<file path="src/hdl/mrw_pkg.sv">
// ----------------------------------------------------------------------------
// mrw_pkg
// Shared types and constants of the Miller-Rabin witness round.
// ----------------------------------------------------------------------------
package mrw_pkg;

    localparam int WIDTH = 64;
    localparam int CNT_W = $clog2(WIDTH);

    localparam logic [1:0] VERDICT_PRIME     = 2'd0;
    localparam logic [1:0] VERDICT_COMPOSITE = 2'd1;
    localparam logic [1:0] VERDICT_INVALID   = 2'd2;

    typedef enum logic [2:0] {
        OP_NONE,
        OP_LOAD,
        OP_VALID,
        OP_REDUCE,
        OP_POW_MUL,
        OP_POW_SQR,
        OP_SQR
    } op_t;

    typedef struct packed {
        op_t op;
    } cmd_t;

    typedef struct packed {
        logic mul_done;
        logic bad_input;
        logic scan_done;
        logic scan_hit;
        logic exp_zero;
        logic exp_odd;
        logic x_one;
        logic x_top;
        logic d_at_top;
    } status_t;

endpackage

</file>
<file path="src/hdl/miller_rabin_witness_round.sv">
// ----------------------------------------------------------------------------
// miller_rabin_witness_round
// One Miller-Rabin round on a 64-bit odd candidate with a given witness.
// ----------------------------------------------------------------------------
// One transaction at a time. The witness reduction and every modular product
// run through a single bit-serial shift-add unit. A round is one reduction,
// a multiply for each one bit and a squaring for each bit of d, then up to
// r squarings, after the input checks.
module miller_rabin_witness_round
(
    input  logic                      clk,
    input  logic                      rst_n,
    input  logic                      in_valid,
    output logic                      in_stall,
    input  logic [mrw_pkg::WIDTH-1:0] candidate,
    input  logic [mrw_pkg::WIDTH-1:0] odd_part,
    input  logic [mrw_pkg::WIDTH-1:0] witness,
    output logic                      out_valid,
    input  logic                      out_stall,
    output logic [1:0]                verdict
);

    mrw_pkg::cmd_t    cmd;
    mrw_pkg::status_t status;

    mrw_control u_control
    (
        .clk       (clk),
        .rst_n     (rst_n),
        .in_valid  (in_valid),
        .in_stall  (in_stall),
        .out_valid (out_valid),
        .out_stall (out_stall),
        .verdict   (verdict),
        .cmd       (cmd),
        .status    (status)
    );

    mrw_datapath u_datapath
    (
        .clk       (clk),
        .rst_n     (rst_n),
        .cmd       (cmd),
        .candidate (candidate),
        .odd_part  (odd_part),
        .witness   (witness),
        .status    (status)
    );

    a_no_accept_busy: assert property (@(posedge clk) disable iff (!rst_n)
        out_valid |-> in_stall)
        else $error("input taken while result pending");

    a_verdict_code: assert property (@(posedge clk) disable iff (!rst_n)
        out_valid |-> verdict != 2'd3)
        else $error("verdict code out of range");

    a_result_hold: assert property (@(posedge clk) disable iff (!rst_n)
        out_valid && out_stall |=> out_valid && $stable(verdict))
        else $error("stalled result changed");

endmodule

</file>
<file path="src/hdl/mrw_datapath.sv">
// ----------------------------------------------------------------------------
// mrw_datapath
// Operand registers and a bit-serial modular multiplier, one bit per cycle.
// ----------------------------------------------------------------------------
module mrw_datapath
(
    input  logic                      clk,
    input  logic                      rst_n,
    input  mrw_pkg::cmd_t             cmd,
    input  logic [mrw_pkg::WIDTH-1:0] candidate,
    input  logic [mrw_pkg::WIDTH-1:0] odd_part,
    input  logic [mrw_pkg::WIDTH-1:0] witness,
    output mrw_pkg::status_t          status
);

    logic [mrw_pkg::WIDTH-1:0] n_reg, d_reg, t_reg, e_reg, base_reg, x_reg;
    logic [mrw_pkg::WIDTH-1:0] acc_reg, mb_reg;
    logic [mrw_pkg::CNT_W-1:0] cnt_reg;
    logic                      busy_reg;
    logic [mrw_pkg::WIDTH-1:0] top;
    logic [mrw_pkg::WIDTH-1:0] op_a, op_b;
    logic [mrw_pkg::WIDTH-1:0] dbl, acc_next;
    logic [mrw_pkg::WIDTH-1:0] gap;
    logic                      last;

    assign top  = n_reg - 1'b1;
    assign last = (cnt_reg == mrw_pkg::CNT_W'(mrw_pkg::WIDTH - 1));

    // operand selection per operation
    always_comb
    begin
        unique case (cmd.op)
            mrw_pkg::OP_REDUCE:  begin op_a = base_reg; op_b = base_reg; end
            mrw_pkg::OP_POW_MUL: begin op_a = x_reg;    op_b = base_reg; end
            mrw_pkg::OP_POW_SQR: begin op_a = base_reg; op_b = base_reg; end
            mrw_pkg::OP_SQR:     begin op_a = x_reg;    op_b = x_reg; end
            default:             begin op_a = x_reg;    op_b = x_reg; end
        endcase
    end

    // one step: acc = 2*acc (+ a) mod n, operands below n;
    // reduce: shift in the next witness bit and subtract n once
    always_comb
    begin
        logic [mrw_pkg::WIDTH-1:0] g2;
        logic [mrw_pkg::WIDTH:0]   rem;
        g2 = n_reg - acc_reg;
        rem = {acc_reg, mb_reg[mrw_pkg::WIDTH-1]};
        dbl = (acc_reg >= g2) ? acc_reg - g2 : acc_reg + acc_reg;
        gap = n_reg - op_a;
        if (cmd.op == mrw_pkg::OP_REDUCE)
            acc_next = (rem >= {1'b0, n_reg}) ? mrw_pkg::WIDTH'(rem - {1'b0, n_reg})
                                              : rem[mrw_pkg::WIDTH-1:0];
        else if (mb_reg[mrw_pkg::WIDTH-1])
            acc_next = (dbl >= gap) ? dbl - gap : dbl + op_a;
        else
            acc_next = dbl;
    end

    always_ff @(posedge clk or negedge rst_n)
    begin
        if (!rst_n)
        begin
            busy_reg <= 1'b0;
            cnt_reg  <= '0;
        end
        else if (cmd.op == mrw_pkg::OP_REDUCE || cmd.op == mrw_pkg::OP_POW_MUL ||
                 cmd.op == mrw_pkg::OP_POW_SQR || cmd.op == mrw_pkg::OP_SQR)
        begin
            if (!busy_reg)
            begin
                busy_reg <= 1'b1;
                cnt_reg  <= '0;
            end
            else if (last)
                busy_reg <= 1'b0;
            else
                cnt_reg <= cnt_reg + 1'b1;
        end
        else
            busy_reg <= 1'b0;
    end

    always_ff @(posedge clk)
    begin
        unique case (cmd.op)
            mrw_pkg::OP_LOAD:
            begin
                n_reg    <= candidate;
                d_reg    <= odd_part;
                t_reg    <= odd_part;
                e_reg    <= odd_part;
                base_reg <= witness;
                x_reg    <= mrw_pkg::WIDTH'(1);
            end
            mrw_pkg::OP_VALID:
                if (t_reg < top && !t_reg[mrw_pkg::WIDTH-1])
                    t_reg <= {t_reg[mrw_pkg::WIDTH-2:0], 1'b0};
            mrw_pkg::OP_REDUCE, mrw_pkg::OP_POW_MUL, mrw_pkg::OP_POW_SQR,
            mrw_pkg::OP_SQR:
            begin
                if (!busy_reg)
                begin
                    acc_reg <= '0;
                    mb_reg  <= op_b;
                end
                else
                begin
                    acc_reg <= acc_next;
                    mb_reg  <= {mb_reg[mrw_pkg::WIDTH-2:0], 1'b0};
                    if (last)
                    begin
                        unique case (cmd.op)
                            mrw_pkg::OP_REDUCE:  base_reg <= acc_next;
                            mrw_pkg::OP_POW_MUL: x_reg    <= acc_next;
                            mrw_pkg::OP_POW_SQR:
                            begin
                                base_reg <= acc_next;
                                e_reg    <= e_reg >> 1;
                            end
                            default:
                            begin
                                x_reg <= acc_next;
                                d_reg <= {d_reg[mrw_pkg::WIDTH-2:0], 1'b0};
                            end
                        endcase
                    end
                end
            end
            default: ;
        endcase
    end

    assign status.mul_done  = busy_reg && last;
    assign status.bad_input = (n_reg < mrw_pkg::WIDTH'(5)) || !d_reg[0];
    assign status.scan_done = !(t_reg < top && !t_reg[mrw_pkg::WIDTH-1]);
    assign status.scan_hit  = (t_reg == top);
    assign status.exp_zero  = (e_reg == '0);
    assign status.exp_odd   = e_reg[0];
    assign status.x_one     = (x_reg == mrw_pkg::WIDTH'(1));
    assign status.x_top     = (x_reg == top);
    assign status.d_at_top  = (d_reg == top);

endmodule

</file>
<file path="src/hdl/mrw_control.sv">
// ----------------------------------------------------------------------------
// mrw_control
// Sequencer of the witness round: validate, exponentiate, square, decide.
// ----------------------------------------------------------------------------
module mrw_control
(
    input  logic             clk,
    input  logic             rst_n,
    input  logic             in_valid,
    output logic             in_stall,
    output logic             out_valid,
    input  logic             out_stall,
    output logic [1:0]       verdict,
    output mrw_pkg::cmd_t    cmd,
    input  mrw_pkg::status_t status
);

    localparam logic [3:0] S_IDLE  = 4'd0;
    localparam logic [3:0] S_CHECK = 4'd1;
    localparam logic [3:0] S_SCAN  = 4'd2;
    localparam logic [3:0] S_RED   = 4'd3;
    localparam logic [3:0] S_PTEST = 4'd4;
    localparam logic [3:0] S_PMUL  = 4'd5;
    localparam logic [3:0] S_PSQR  = 4'd6;
    localparam logic [3:0] S_FIRST = 4'd7;
    localparam logic [3:0] S_LOOP  = 4'd8;
    localparam logic [3:0] S_SQR   = 4'd9;
    localparam logic [3:0] S_TEST  = 4'd10;
    localparam logic [3:0] S_OUT   = 4'd11;

    logic [3:0] state_reg, state_next;
    logic [1:0] verdict_reg, verdict_next;

    assign in_stall  = (state_reg != S_IDLE);
    assign out_valid = (state_reg == S_OUT);
    assign verdict   = verdict_reg;

    always_comb
    begin
        state_next   = state_reg;
        verdict_next = verdict_reg;
        cmd.op       = mrw_pkg::OP_NONE;
        unique case (state_reg)
            S_IDLE:
                if (in_valid)
                begin
                    cmd.op     = mrw_pkg::OP_LOAD;
                    state_next = S_CHECK;
                end
            S_CHECK:
                if (status.bad_input)
                begin
                    verdict_next = mrw_pkg::VERDICT_INVALID;
                    state_next   = S_OUT;
                end
                else
                    state_next = S_SCAN;
            S_SCAN:
            begin
                cmd.op = mrw_pkg::OP_VALID;
                if (status.scan_done)
                begin
                    if (status.scan_hit)
                        state_next = S_RED;
                    else
                    begin
                        verdict_next = mrw_pkg::VERDICT_INVALID;
                        state_next   = S_OUT;
                    end
                end
            end
            S_RED:
            begin
                cmd.op = mrw_pkg::OP_REDUCE;
                if (status.mul_done)
                    state_next = S_PTEST;
            end
            S_PTEST:
                if (status.exp_zero)
                    state_next = S_FIRST;
                else if (status.exp_odd)
                    state_next = S_PMUL;
                else
                    state_next = S_PSQR;
            S_PMUL:
            begin
                cmd.op = mrw_pkg::OP_POW_MUL;
                if (status.mul_done)
                    state_next = S_PSQR;
            end
            S_PSQR:
            begin
                cmd.op = mrw_pkg::OP_POW_SQR;
                if (status.mul_done)
                    state_next = S_PTEST;
            end
            S_FIRST:
                if (status.x_one || status.x_top)
                begin
                    verdict_next = mrw_pkg::VERDICT_PRIME;
                    state_next   = S_OUT;
                end
                else
                    state_next = S_LOOP;
            S_LOOP:
                if (status.d_at_top)
                begin
                    verdict_next = mrw_pkg::VERDICT_COMPOSITE;
                    state_next   = S_OUT;
                end
                else
                    state_next = S_SQR;
            S_SQR:
            begin
                cmd.op = mrw_pkg::OP_SQR;
                if (status.mul_done)
                    state_next = S_TEST;
            end
            S_TEST:
                if (status.x_one)
                begin
                    verdict_next = mrw_pkg::VERDICT_COMPOSITE;
                    state_next   = S_OUT;
                end
                else if (status.x_top)
                begin
                    verdict_next = mrw_pkg::VERDICT_PRIME;
                    state_next   = S_OUT;
                end
                else
                    state_next = S_LOOP;
            S_OUT:
                if (!out_stall)
                    state_next = S_IDLE;
            default:
                state_next = S_IDLE;
        endcase
    end

    always_ff @(posedge clk or negedge rst_n)
    begin
        if (!rst_n)
        begin
            state_reg   <= S_IDLE;
            verdict_reg <= mrw_pkg::VERDICT_PRIME;
        end
        else
        begin
            state_reg   <= state_next;
            verdict_reg <= verdict_next;
        end
    end

endmodule
</file>
<file path="config.mk">
export PLATFORM = sky130hd
export DESIGN_NAME = miller_rabin_witness_round
export DESIGN_NICKNAME = d
export VERILOG_FILES = /design/src/hdl/mrw_pkg.sv /design/src/hdl/miller_rabin_witness_round.sv /design/src/hdl/mrw_datapath.sv /design/src/hdl/mrw_control.sv
export SDC_FILE = /design/constraint.sdc
export NUM_CORES = 2
export LEC_CHECK = 0
export BUFFER_PORTS_ARGS = -buffer_cell sky130_fd_sc_hd__buf_2
export CAP_MARGIN = 40
export CORE_ASPECT_RATIO = 2
export CORE_MARGIN = 1.5
export CORE_UTILIZATION = 30
export DETAILED_ROUTE_END_ITERATION = 10
export GPL_TIMING_DRIVEN = 0
export PLACE_DENSITY = 0.44
export SYNTH_ARGS = -nofsm -noshare
export SYNTH_HDL_FRONTEND = slang
export SYNTH_SLANG_ARGS = --single-unit
</file>
<file path="constraint.sdc">
create_clock -name clk -period 24.8 [get_ports clk]
set_input_delay 3.72 -clock clk [delete_from_list [all_inputs] [get_ports clk]]
set_output_delay 3.72 -clock clk [all_outputs]
set_load 0.1 [all_outputs]
</file>
After elaboration in Yosys (flattened, before gate mapping)

Cells that the tools add are included.

Add/subtract/negate cells: 9
Order comparisons: 5
Equality and inequality tests: 41
Multiplexer cells: 56
Reductions and logical operators: 27

Operator list:

| kind                  | number |
|---|---|
| $mux 64               | 21 |
| $pmux 64 s2           | 5 |
| $sub 64x64->64        | 5 |
| $eq 64x64->1          | 3 |
| $add 64x64->64        | 2 |
| $ge 64x64->1          | 2 |
| $ge 65x64->1          | 1 |
| $eq 64x1->1 const B   | 1 |
| $logic_not 64->1      | 1 |
| $lt 64x3->1 const B   | 1 |
| $lt 64x64->1          | 1 |
| $sub 64x1->64 const B | 1 |
| $pmux 4 s11           | 1 |
| $mux 4                | 10 |
| $ne 2x2->1 const B    | 12 |
| $mux 2                | 11 |
| $pmux 3 s6            | 1 |
| $eq 4x3->1 const B    | 4 |
| $eq 4x4->1 const B    | 4 |
| $reduce_and 4->1      | 4 |
| $mux 6                | 2 |
| $ne 2x1->1 const B    | 6 |
| $pmux 2 s5            | 1 |
| $eq 3x3->1 const B    | 3 |
| other kinds (21)      | 35 |

Flip-flop bits (word level): 525
Bits of input ports: 196
Word-level logic and storage cells: 151

Logic depth before layout (Yosys ltp)

Word-level depth: 14
Depth in mapped cells: 54
Mapped depth without buffers: 50

By module

A second synthesis with hierarchy kept.

Cell total of the unflattened synthesis: 5987
Area, all modules: 50817.5 µm²

By module, submodules not included:

| module       | instances | cells each | area an instance (µm²) |
|---|---|---|---|
| mrw_datapath | 1         | 5907       | 50179.4 |
| mrw_control  | 1         | 80         | 638.1 |

Worst setup path before layout

No wires, ideal clock.

Kind: register to register
Start point: register u_datapath.n_reg[0] (netlist bit)
End point: register u_datapath.base_reg[62] (netlist bit) (data pin)
Library setup time: 449 ps
Arrival time: 10641 ps
Slack: 13710 ps
Cell stages (with the launch flop): 55
Buffers on the path: 8
Cells stage by stage: edfxtp_1 > inv_1 > ha_1 > fa_1 > nor2b_1 > o21ai_0 > a21boi_0 > o21a_1 > o41ai_1 > o21ai_0 > a21o_1 > a2111oi_0 > o21bai_1 > a211o_1 > a31oi_1 > o21ai_0 > a21oi_1 > o311ai_0 > (+19 left out) > a21oi_1 > o21ai_0 > a21o_1 > a21oi_1 > o21bai_1 > a21boi_0 > o21ai_0 > a221o_1 > a221o_1 > a211oi_1 > a21o_1 > buf_2 > buf_2 > nand3b_1 > o211ai_1 > nand4_1 > a31oi_1 > a21oi_1

Cells in the longest elaborated chain, start to end: 11
Elaborated cells between the ends (all ways): 18

RTL lines:

| item                                           | RTL line            | text |
|---|---|---|
| start, declared                                | mrw_datapath.sv:16  | `logic [mrw_pkg::WIDTH-1:0] n_reg, d_reg, t_reg, e_reg, base_reg, x_reg;` |
| start signal, assigned                         | mrw_datapath.sv:89  | `n_reg <= candidate;` |
| $sub 64x64->64                                 | mrw_datapath.sv:47  | `g2 = n_reg - acc_reg;` |
| $sub 64x64->64 or $ge 64x64->1 (tied branches) | mrw_datapath.sv:49  | `dbl = (acc_reg >= g2) ? acc_reg - g2 : acc_reg + acc_reg;` |
| $mux 64                                        | mrw_datapath.sv:49  |  |
| $add 64x64->64, or another cell as far along   | mrw_datapath.sv:55  | `acc_next = (dbl >= gap) ? dbl - gap : dbl + op_a;` |
| $mux 64                                        | mrw_datapath.sv:55  |  |
| $mux 64                                        | mrw_datapath.sv:54  | `else if (mb_reg[mrw_pkg::WIDTH-1])` |
| $mux 64 (*)                                    | mrw_datapath.sv:51  | `if (cmd.op == mrw_pkg::OP_REDUCE)` |
| $mux 64 (*)                                    | mrw_datapath.sv:113 | `unique case (cmd.op)` |
| $mux 64 (*)                                    | mrw_datapath.sv:111 | `if (last)` |
| $mux 64 (*)                                    | mrw_datapath.sv:102 | `if (!busy_reg)` |
| $pmux 64 s2 (*)                                | mrw_datapath.sv:86  | `unique case (cmd.op)` |
| end signal, assigned                           | mrw_datapath.sv:93  | `base_reg <= witness;` |
| end signal, assigned                           | mrw_datapath.sv:114 | `mrw_pkg::OP_REDUCE: base_reg <= acc_next;` |
| end signal, assigned                           | mrw_datapath.sv:118 | `base_reg <= acc_next;` |
| end, declared                                  | mrw_datapath.sv:16  |  |

Mark *: on every way between the ends. The rest lies on a longest branch, timed or not. The select of a mux whose other input is x is not followed.
A chain may end at the register's enable or synchronous reset.

Worst setup path after layout

Start point: register u_datapath.n_reg[0] (netlist bit)
End point: register u_datapath.base_reg[39] (netlist bit) (data pin)

Same word-level chain as after synthesis.

==> impl_summary.txt <==
----------------------------------------------------
[CTS]
  Post-CTS Hold Buffers ... 0
  Buffer type at the clock tree root ... clkbuf_16
  Sink count of the clock tree ... 525
  Clock transition at the registers of the reported paths ... 70 ps
  Clock tree from TritonCTS ... yes
  # Post-CTS Setup Buffers ... 0
  Maximum buffer depth of the clock tree ... 3
  Latest clock arrival within the worst-skew pair ... 760 ps
  Count of cells resized by post-cts repair ... 0
  Total clock buffers created by CTS ... 58
  Level count of the clock H-tree ... 2

[Place]
  Gp weighted congestion ... 1.05
  Post-DP Area ... 58200 um2
  IO buf count ... 199
  Half-perimeter wire length after detailed placement ... 281000 um
  Cell total after placement ... 8865

[Floorplanning]
  Die area ... 176000 um2
  Top-Level Pins ... 200
  Initial cell density of the core ... 30.2%
  X dimension of the die ... 298 um
  Core outline area ... 173000 um2
  Number of cell rows ... 216
  Die Height ... 592 um

[Logic synthesis]
  Sequential area share after synthesis ... 30.1%
  Synth Register Bits ... 525
  Leading cell types by total area after synthesis ... edfxtp_1 (30%), ha_1 (10%), nand2_1 (5.6%)
  Yosys warns ... 0
  Syn_nets ... 6825
  Distinct cells, synth ... 115
  Leading register cell type out of synthesis ... edfxtp_1
  Area of the mapped netlist ... 52100 um2
  Largest family of logic cells by synthesized area ... compound AO/OA/AOI/OAI gates
  Fraction of the mapped netlist area in compound gates ... 22.4%
  Area fraction in and, or, nand and nor cells after synthesis ... 19.1%
  Xor and xnor area share after synthesis ... 8.62%
  Number of enable flip-flop cells after synthesis ... 512
  Share of async-settable or async-resettable flops after synthesis ... 2.48%
  Adder-cell share of the synthesized area ... 10.7%
  Per-instance average area after synthesis ... 8.41 um2
  Share of Yosys cell area claimed by the top area cell type ... 29.5%
  Multiplexer share of the synthesized area ... 4.83%
  Dominant cell type by area after synthesis ... edfxtp_1
  Number of instances in the synthesized netlist ... 6198

[Global route]
  Initial antenna violation count ... 26
  Number of global-route vias before repair ... 54600
  Global-route wire length before repair ... 447000 um
  Largest net degree at the start of global routing ... 54
  Aggregate global routing overflow ... 0
  Combined global-route utilization of all metal layers ... 37.2%

[Worst setup path]
  Kind of critical path ... reg2reg
  Slowest cell on the critical path ... a2111oi_0
  Reg2Reg Launch Point ... u_datapath.n_reg[0]$_DFFE_PP_
  Data arrival time of the worst path ... 20800 ps
  Crit-path max cell delay ... 790 ps
  Required time worst endpoint ... 25260 ps
  Top fanout value on the critical path ... 11
  Launching element of the worst setup path ... u_datapath.n_reg[0]$_DFFE_PP_
  Element type at the critical path end ... flip-flop
  Startpoint class of the critical path ... flip-flop
  Cell family with most CP delay ... compound AO/OA/AOI/OAI gates
  Critical path buffers and inverters ... 16

[Timing]
  Ratio of final minimum period to clock period ... 82.0%
  Final number of hold-violating endpoints ... 0
  Final setup TNS ... 0 ps
  Unrepaired setup endpoints after global routing ... no
  Number of setup violations in the final report ... 0
  Min Tclk post-route ... 20340 ps
  Max-slew violations ... 0
  Maximum frequency from static timing analysis ... 49.2 MHz
  Setup skew after layout ... 61.5 ps
  Worst hold margin ... 525 ps
  Normalized max-slew margin ... 28.7%
  Slew at the pin closest to its max-slew limit ... 1060 ps

[Drt]
  Number of iterations in the first detailed-routing pass ... 6
  Iteration-0 DRC Markers ... 4383
  Total wirelength of the detailed-routed design ... 336000 um
  Vias after detailed routing ... 53800
  Post-detailed-route via-to-cell ratio ... 5.97
  DRC ... 0
  DR WL/cell ... 37.2 um
  Final antenna-violating net count ... 0

[Run status]
  Outcome ... complete, no violations

[Final layout]
  Share of cells above drive strength 1 ... 12.4%
  Commonest cells after routing, fill and taps aside ... nand2_1 (777), a21oi_1 (522), edfxtp_1 (512)
  Summed area of non-filler cells in the final layout ... 60300 um2
  Layout area overhead ... 15.8%
  Filler-free cell count of the finished design ... 9014
  Leading cell type in the layout, fill and taps excluded ... nand2_1
  Total number of nets in the final design ... 7273

[Min path]
  Min-delay src ... u_datapath.mb_reg[32]$_DFFE_PP_
  Hold crit path type ... reg2reg

[Flow run]
  Maximum Capacitance Violations ... 0

----------------------------------------------------
==> layer usage <==
metal	vias to the layer above	GRT usage, %	share of wire [%]
met4	10	42.2	14
li1	23800	-	-
met2	2604	67.0	50
met1	26200	33.4	31
met3	1156	6.08	5.3
met5	-	0	0.020
==> final cells by class <==
type	instances	area, um2
flip-flops and latches	525	15700
repair buffers	388	3090
well taps	2289	2860
clock inverters	44	480
clock buffers	63	1470
fillers	18300	112000
inverters	318	1200
multi-input cells	5103	34300
diodes	32	80.1
plain buffers	252	1090
==> cells in the mapped netlist (58+ instances only) <==
master / instances
mux2_2: 136
o21a_1: 61
a211oi_1: 70
nor2b_1: 78
a31oi_1: 63
o21bai_1: 65
xnor2_1: 328
ha_1: 427
o211ai_1: 58
nor4_1: 93
nand3_1: 120
o21ai_0: 369
inv_1: 314
nand2_1: 778
xor2_1: 185
mux2i_1: 97
nand4_1: 147
nand2b_1: 73
nor2_1: 451
a21oi_1: 524
nor3_1: 132
edfxtp_1: 512
clkbuf_1: 195
a21o_1: 245
==> per-stage QoR <==
step	worst slack, ps	utilization (%)
floorplan	13710	-
global placement	488	32.4
detailed placement	4800	33.7
CTS	4740	34.8
global route	4400	34.9
finish	4460	34.9
==> final timing paths <==
path	end	slack, ps	cells past startpoint
setup reg to reg	u_datapath.base_reg[39]$_DFFE_PP_	4460	58
max in group asynchronous	u_control.verdict[0]$_DFFE_PN0P_	21670	1
hold / removal	u_datapath.mb_reg[33]$_DFFE_PP_	530	2
hold reg to reg	u_datapath.mb_reg[33]$_DFFE_PP_	530	2
setup / recovery	u_datapath.base_reg[39]$_DFFE_PP_	4460	58
min in group asynchronous	u_datapath.cnt_reg[5]$_DFFE_PN0P_	2900	1
==> kinds of logic after synthesis <==
logic type      count (synthesis)
simple gates                 2103
compound gates               1808
buf+inv                       570
flops                         525
xor+xnor                      513
fa+ha+maj                     445
mux                           234
==> tightest hold or removal path, cell delays in order (launching register included) <==
cell,delay (ps)
edfxtp_1,320
nand2_1,50
o21ai_0,50
Power is left out: the tool's default activity adds up to more than one toggle a clock period on the data nets, which glitch-free logic cannot reach.
